<file path="src/hw/rtl/amru_pkg.sv">
`timescale 1ns / 1ps
// ----------------------------------------------------------------------------
// amru_pkg
// Shared types and constants of the atomic read-modify-write unit.
// ----------------------------------------------------------------------------
package amru_pkg;

	localparam int unsigned MEM_WORDS_DEF = 1024;
	localparam int unsigned ADDR_W        = 10;
	localparam int unsigned WORD_W        = 32;
	localparam int unsigned MODE_W        = 4;
	localparam int unsigned IN_TDATA_W    = 80;

	// operation codes
	localparam logic [MODE_W-1:0] MODE_ADD  = 4'd0;
	localparam logic [MODE_W-1:0] MODE_FADD = 4'd1;
	localparam logic [MODE_W-1:0] MODE_EXCH = 4'd2;
	localparam logic [MODE_W-1:0] MODE_SMIN = 4'd3;
	localparam logic [MODE_W-1:0] MODE_UMIN = 4'd4;
	localparam logic [MODE_W-1:0] MODE_SMAX = 4'd5;
	localparam logic [MODE_W-1:0] MODE_UMAX = 4'd6;
	localparam logic [MODE_W-1:0] MODE_INC  = 4'd7;
	localparam logic [MODE_W-1:0] MODE_DEC  = 4'd8;
	localparam logic [MODE_W-1:0] MODE_CAS  = 4'd9;
	localparam logic [MODE_W-1:0] MODE_AND  = 4'd10;
	localparam logic [MODE_W-1:0] MODE_OR   = 4'd11;
	localparam logic [MODE_W-1:0] MODE_XOR  = 4'd12;

	typedef enum logic [3:0] {
		ST_IDLE,
		ST_WRAP,
		ST_READ,
		ST_CALC,
		ST_FA_ALIGN,
		ST_FA_ADD,
		ST_FA_NORM,
		ST_FA_ROUND,
		ST_WRITE
	} state_t;

	// controller to datapath
	typedef struct packed {
		logic load;
		logic wrap;
		logic rd;
		logic calc;
		logic fa_align;
		logic fa_add;
		logic fa_norm;
		logic fa_round;
		logic wr;
	} cmd_t;

	// datapath to controller
	typedef struct packed {
		logic addr_big;
		logic is_fadd;
		logic fa_special;
		logic fa_zero;
		logic norm_done;
		logic out_free;
	} status_t;

endpackage

</file>
<file path="src/hw/rtl/amru_ctrl.sv">
`timescale 1ns / 1ps
// ----------------------------------------------------------------------------
// amru_ctrl
// Sequencer of the unit: steps one item through wrap, read, compute, the float add steps when needed, write.
// ----------------------------------------------------------------------------
module amru_ctrl (
	input  logic              clk,
	input  logic              arst_n,
	input  logic              in_valid,
	output logic              in_ready,
	input  amru_pkg::status_t sts,
	output amru_pkg::cmd_t    cmd
);

	amru_pkg::state_t state_q, state_d;

	// state register
	always_ff @(posedge clk or negedge arst_n) begin
		if (!arst_n) begin
			state_q <= amru_pkg::ST_IDLE;
		end else begin
			state_q <= state_d;
		end
	end

	// next state and commands
	always_comb begin
		state_d  = state_q;
		cmd      = '0;
		in_ready = 1'b0;
		case (state_q)
			amru_pkg::ST_IDLE: begin
				in_ready = 1'b1;
				if (in_valid) begin
					cmd.load = 1'b1;
					state_d  = amru_pkg::ST_WRAP;
				end
			end
			amru_pkg::ST_WRAP: begin
				if (sts.addr_big) begin
					cmd.wrap = 1'b1;
				end else begin
					state_d = amru_pkg::ST_READ;
				end
			end
			amru_pkg::ST_READ: begin
				cmd.rd  = 1'b1;
				state_d = amru_pkg::ST_CALC;
			end
			amru_pkg::ST_CALC: begin
				cmd.calc = 1'b1;
				if (sts.is_fadd && !sts.fa_special) begin
					state_d = amru_pkg::ST_FA_ALIGN;
				end else begin
					state_d = amru_pkg::ST_WRITE;
				end
			end
			amru_pkg::ST_FA_ALIGN: begin
				cmd.fa_align = 1'b1;
				state_d      = amru_pkg::ST_FA_ADD;
			end
			amru_pkg::ST_FA_ADD: begin
				cmd.fa_add = 1'b1;
				state_d    = sts.fa_zero ? amru_pkg::ST_WRITE : amru_pkg::ST_FA_NORM;
			end
			amru_pkg::ST_FA_NORM: begin
				if (sts.norm_done) begin
					state_d = amru_pkg::ST_FA_ROUND;
				end else begin
					cmd.fa_norm = 1'b1;
				end
			end
			amru_pkg::ST_FA_ROUND: begin
				cmd.fa_round = 1'b1;
				state_d      = amru_pkg::ST_WRITE;
			end
			amru_pkg::ST_WRITE: begin
				if (sts.out_free) begin
					cmd.wr  = 1'b1;
					state_d = amru_pkg::ST_IDLE;
				end
			end
			default: begin
				state_d = amru_pkg::ST_IDLE;
			end
		endcase
	end

endmodule

</file>
<file path="config.mk">
export PLATFORM = sky130hd
export DESIGN_NAME = amru_ctrl
export DESIGN_NICKNAME = d
export VERILOG_FILES = /design/src/hw/rtl/amru_pkg.sv /design/src/hw/rtl/amru_ctrl.sv
export SDC_FILE = /design/constraint.sdc
export NUM_CORES = 1
export LEC_CHECK = 0
export BUFFER_PORTS_ARGS = -buffer_cell sky130_fd_sc_hd__buf_2
export CAP_MARGIN = 20
export CORE_AREA = 2 2 39 41
export DETAILED_ROUTE_END_ITERATION = 10
export DIE_AREA = 0 0 41 43
export PLACE_DENSITY = 0.66
export SYNTH_ARGS = -nofsm -noshare
export SYNTH_HDL_FRONTEND = slang
export SYNTH_SLANG_ARGS = --single-unit
</file>
<file path="constraint.sdc">
create_clock -name clk -period 1.1 [get_ports clk]
set_input_delay 0.11 -clock clk [delete_from_list [all_inputs] [get_ports clk]]
set_output_delay 0.11 -clock clk [all_outputs]
set_load 0.02 [all_outputs]
</file>
==> results of run 1 <==
-- logic make-up after synthesis --
kind of cell / Yosys count / share of synthesized area
flip-flops: 4 / 0.2712
AND/OR/NAND/NOR: 24 / 0.4407
buffers and inverters: 5 / 0.1051
multiplexers: 1 / 0.02712
AO/OA/AOI/OAI: 6 / 0.1559
-- worst max-delay path, stage by stage, from the launching register on --
cell,delay [ps]
dfrtp_1,420
buf_4,170
nor4_4,140
and2_4,180
buf_6,110
-- placed cells by master, fill, tap and decap left out, types with 2 or more instances in the layout --
cell type / n
buf_6: 10
buf_2: 9
buf_4: 16
nor3_2: 2
clkbuf_4: 3
nor3_4: 2
nand2b_4: 2
dfrtp_2: 3
nand2_1: 4
nor2_1: 4
-- metrics by stage --
step,setup TNS (ps),area [sq um],util,hold slack [ps]
floorplan,-441.3,399.1,-,-185.6
CTS,-2235,693.2,0.5009,176.4
finish,-2432,724.4,0.5235,198.3
global placement,-378.3,564.3,0.4078,-84.85
global route,-3192,724.4,0.5235,198.5
detailed placement,-381.1,564.3,0.4078,-83.66
-- worst paths after layout --
check                            from    endpoint  slack, ps
min in group asynchronous      arst_n  state_q[0]        220
min                            sts[5]  state_q[1]        200
max in group asynchronous      arst_n  state_q[2]        750
min reg2reg                state_q[3]  state_q[2]        610
max reg2reg                state_q[2]  state_q[1]       -170
max                        state_q[0]      cmd[8]       -260
-- timing repair --
action / in CTS / in global routing
hold buffers: 1 / 0
pin swaps: 8 / 4
endpoints found under the hold margin: 4 / 0
setup endpoints to repair: 14 / 14
resized for setup: 24 / 5
buffers inserted: 3 / 2
-- area by class of cell --
type,instances,area (sq um),area share
multi-input combinational,31,286.5,0.3955
sequential,4,103.9,0.1434
timing repair buffer,36,287.8,0.3972
inverter,1,3.754,0.005181
clock buffer,3,22.52,0.03109
tap,16,20.02,0.02763
-- power by group --
| group | switching, mW | internal (mW) | total [mW] |
|---|---|---|---|
| sequential | 0.129 | 0.218 | 0.347 |
| clock | 0.0589 | 0.122 | 0.181 |
| combinational | 0.629 | 0.756 | 1.39 |
-- layer usage --
metal / part of all wire / up-vias
li1: - / 214
met1: 0.43 / 199
met2: 0.56 / 7
met3: 0.018 / 0
met4: 0 / 0
met5: 0 / -
==> metrics.yaml, run 1 <==
layout:
  largest_reg_flops: 4
  antenna_cells: 0
  n_fill_cell: 117
  regMostFlops: "state_q"
  drive_above_1_share: 0.7600
  instances_no_fill: 91
  nets: 86
  largestRegisters: "state_q (4)"
  syn_to_final_growth_pct: 96.27
yosys:
  syn_nets: 49
  async_flop_share: 1.000
  synth.most_common_cell: "nor3_1"
  ys_warn_count: 0
  synthTopCellsByArea: "dfrtp_1, nand2b_4, nor3_1, buf_6, nor4_4"
  synth_edf_count: 0
  synth.top_cells.by_count: "nor3_1, dfrtp_1, nand2_1, nor2_1"
  ys.flop_type: "dfrtp_1"
  synth_cells: 40
  ys_types: 24
  synth_area_per_cell_sq_um: 9.228
  synth_top_area_cell: "dfrtp_1"
  netlist_area_sq_um: 369.1
  synth_top_area_frac: 0.2712
  ys_seq_area_frac: 0.2712
  synth_seq_cells: 4
power:
  power_density_nw_per_um2: 2641
  power_leakage_nw: 0.3386
  power_mw: 1.913
  vdd_drop_max_uv: 1157
grt:
  gr-usage-met1: 0.1634
  antenna_found_initial: 0
  grt_overflow_total: 0
  grt_pass1_wl_um: 1621
  grt_most_used_layer: "met2"
  met2_usage: 0.2250
  grt_max_degree: 9
  grt_usage: 0.1352
  grt_pass1_vias: 404
  grt_use_met3: 0.01571
sta:
  fin_skew_ps: 3.899
  rsz0062_at_grt: "true"
  tightestPinTransition_ps: 236.4
  setup_ws_ps: -258.7
  fmax_mhz: 736.0
  setup_viol: 13
  slew_headroom: 0.8406
  slew_violations: 0
  post-route-period-util: 1.235
  hold_viol: 0
  finalCriticalPeriod_ps: 1359
die:
  fp.dieArea_sq_um: 1763
  initial_utilization: 0.2667
  core.rowCount: 14
  ios: 19
  fp.dieH_um: 43
  core_area_sq_um: 1384
  die_x_um: 41
worst_setup_path:
  reg2regPathDepth: 6
  startpoint_type: "register"
  cp-end-kind: "primary output"
  cp.arrival_ps: 1250
  path_class: "register to primary output"
  path_max_fanout: 4
  required_ps: 990
clock_tree:
  path_clk_slew_ps: 40
  htree_levels: 1
  cts_tree: "built"
  cts_buffers: 3
  root_buffer: "clkbuf_4"
  cts.sinks: 4
  insertion_delay_ps: 230
  clk_path_buf_depth: 2
routing:
  wl_per_cell_um: 12.32
  route.vias.total: 420
  detail-route-antenna-nets: 0
  drc: 0
  wl_um: 1121
  vias_per_cell: 4.615
  drt_iter0_markers: 4
  drt-pass1-iter-count: 2
min_path:
  hold_path_class: "input port to register"
  whs_path_depth: 4
status:
  run_status: "complete, but fails checks"
  violations: "negative setup slack"
placed_design:
  dp_worst_setup_slack_ps: -76.37
  port-buffer-count: 18
  dp_hpwl_um: 686.1
  dpl.cell_count: 82
  place_congestion: 0.7792
flow_run:
  drv_cap: 0
Power figures use the tool's default switching activity.
==> run 2, diff against run 1 <==
--- a/config.mk
+++ b/config.mk
@@ -10,6 +10,7 @@
 export CORE_AREA = 2 2 39 41
 export DETAILED_ROUTE_END_ITERATION = 10
 export DIE_AREA = 0 0 41 43
+export GPL_TIMING_DRIVEN = 0
 export PLACE_DENSITY = 0.66
 export SYNTH_ARGS = -nofsm -noshare
 export SYNTH_HDL_FRONTEND = slang
==> run 2 against run 1 <==
  * Highest routed layer unchanged
  * Clock-buffer cell count is the same
  * Total power rose by 5.6%
  * The flow still finishes with violations (negative setup slack)
  * Critical path type unchanged
  * Combinational power is 13% higher
  * Global-route usage rose by 0.65 points
  * Worst hold slack got worse by 9.7 ps
  * Worst setup slack lost 73 ps
  * Utilization is 2.1 points higher
==> metrics.yaml, run 2 (synthesis results as in run 1) <==
placed_design:
  dp_worst_setup_slack_ps: -126.9
  dp_hpwl_um: 661.4
  dpl.cell_count: 74
  place_congestion: 0.6185
  port-buffer-count: 18
  placed_cell_area_sq_um: 509.2
status:
  run_status: "complete, but fails checks"
  violations: "negative setup slack"
layout:
  syn_to_final_growth_pct: 104.1
  final_core_util: 0.5443
  final_common_cell: "buf_4"
  postLayoutCellArea_sq_um: 753.2
  nets: 88
  instances_no_fill: 93
  largest_reg_flops: 4
  largestRegisters: "state_q (4)"
  drive_above_1_share: 0.7532
  final_cell_mix: "buf_4, buf_6, buf_2"
  regMostFlops: "state_q"
  antenna_cells: 0
worst_setup_path:
  reg2reg_to: "state_q[0]"
  startpoint_type: "register"
  path_max_fanout: 5
  max_stage_delay_ps: 380
  reg2regPathDepth: 6
  cp-endpoint: "cmd[8]"
  slowest_stage: "dfrtp_1"
  crit_buf_inv: 2
  crit_top_cell: "buf_6"
  rrSetupSlack_ps: -190
  required_ps: 990
  cp.depth: 4
  path_class: "register to primary output"
  crit_chain: "buf_6 > nor4_4 > and2_4 > buf_6"
  r2r-start: "state_q[2]"
  cp_top_family: "simple AND/OR/NAND/NOR gates"
  cp.arrival_ps: 1320
  cp-end-kind: "primary output"
  startpoint: "state_q[2]"
clock_tree:
  path_clk_slew_ps: 40
  htree_levels: 1
  cts_tree: "built"
  cts_buffers: 3
  cts.sinks: 4
  clk_path_buf_depth: 2
  root_buffer: "clkbuf_4"
  insertion_delay_ps: 230
sta:
  fin_skew_ps: 4.171
  setup_ws_ps: -331.4
  hold_slack_ps: 188.5
  setup_viol: 13
  finalCriticalPeriod_ps: 1431
  rsz0062_at_grt: "true"
  tns_ps: -3137
  slew_violations: 0
  hold_viol: 0
  tightestPinTransition_ps: 266.6
  fmax_mhz: 698.6
  slew_headroom: 0.8204
  post-route-period-util: 1.301
power:
  power_leakage_nw: 0.3570
  power_density_nw_per_um2: 2683
  vdd_drop_max_uv: 1435
  power_mw: 2.021
routing:
  vias_per_cell: 4.817
  wl_per_cell_um: 13.31
  drc: 0
  route.vias.total: 448
  wl_um: 1238
  drt-pass1-iter-count: 4
  drt_iter0_markers: 12
  detail-route-antenna-nets: 0
die:
  ios: 19
  fp.dieH_um: 43
  core.rowCount: 14
  die_x_um: 41
  initial_utilization: 0.2667
  core_area_sq_um: 1384
  fp.dieArea_sq_um: 1763
grt:
  grt_pass1_wl_um: 1718
  grt_pass1_vias: 433
  grt_usage: 0.1417
  grt_overflow_total: 0
  grt_max_degree: 11
  antenna_found_initial: 0
flow_run:
  drv_cap: 0
min_path:
  hold_path_class: "input port to register"
-- run 2: changes by cell type in the layout (fill, tap and decap cells not counted), sizes merged --
| cell | before | now |
|---|---|---|
| buf | 35 | 37 |
-- run 2: power breakdown --
group	total (mW)	internal, mW	switching, mW
registers	0.275	0.213	0.0626
clock network	0.174	0.121	0.0529
logic	1.57	0.817	0.754
total	2.02	1.15	0.870
-- run 2: how the worst min path moves through the flow --
stage	from	end	slack [ps]	cells past startpoint
floorplan	arst_n	state_q[0]	-190	0
CTS	sts[3]	state_q[3]	180	3
global placement	arst_n	state_q[1]	-80	1
finish	sts[3]	state_q[3]	190	3
global route	sts[3]	state_q[3]	190	3
detailed placement	arst_n	state_q[1]	-80	1
-- run 2: layer usage --
| metal | part of all wire | track usage | vias up |
|---|---|---|---|
| li1 | - | - | 220 |
| met1 | 0.36 | 0.1518 | 219 |
| met2 | 0.60 | 0.2375 | 9 |
| met3 | 0.034 | 0.03665 | 0 |
| met4 | 0 | 0.07333 | 0 |
| met5 | 0 | 0 | - |
-- run 2: cell type report --
cell class | instances | area (sq um)
plain buffers | 4 | 45.04
clock buffers | 3 | 22.52
fillers | 122 | 630.6
inverters | 1 | 3.754
multi-input cells | 31 | 305.3
flip-flops and latches | 4 | 101.3
well taps | 16 | 20.02
repair buffers | 34 | 255.2
-- run 2: what timing repair did --
item                       4_1_cts  5_1_grt
pin swaps                        8        6
gates cloned                     0        1
setup endpoints to repair       11       14
hold buffers                     1        0
setup buffers                    8        6
resized for setup               21        8
hold endpoints to repair         4        0
-- run 2: worst reg2reg max path, cell delays in order (launching register included) --
cell and delay [ps]:
dfrtp_1 380, buf_6 140, buf_4 130, buf_4 130, nand2_2 40, nor2_1 40
o41ai_2 300
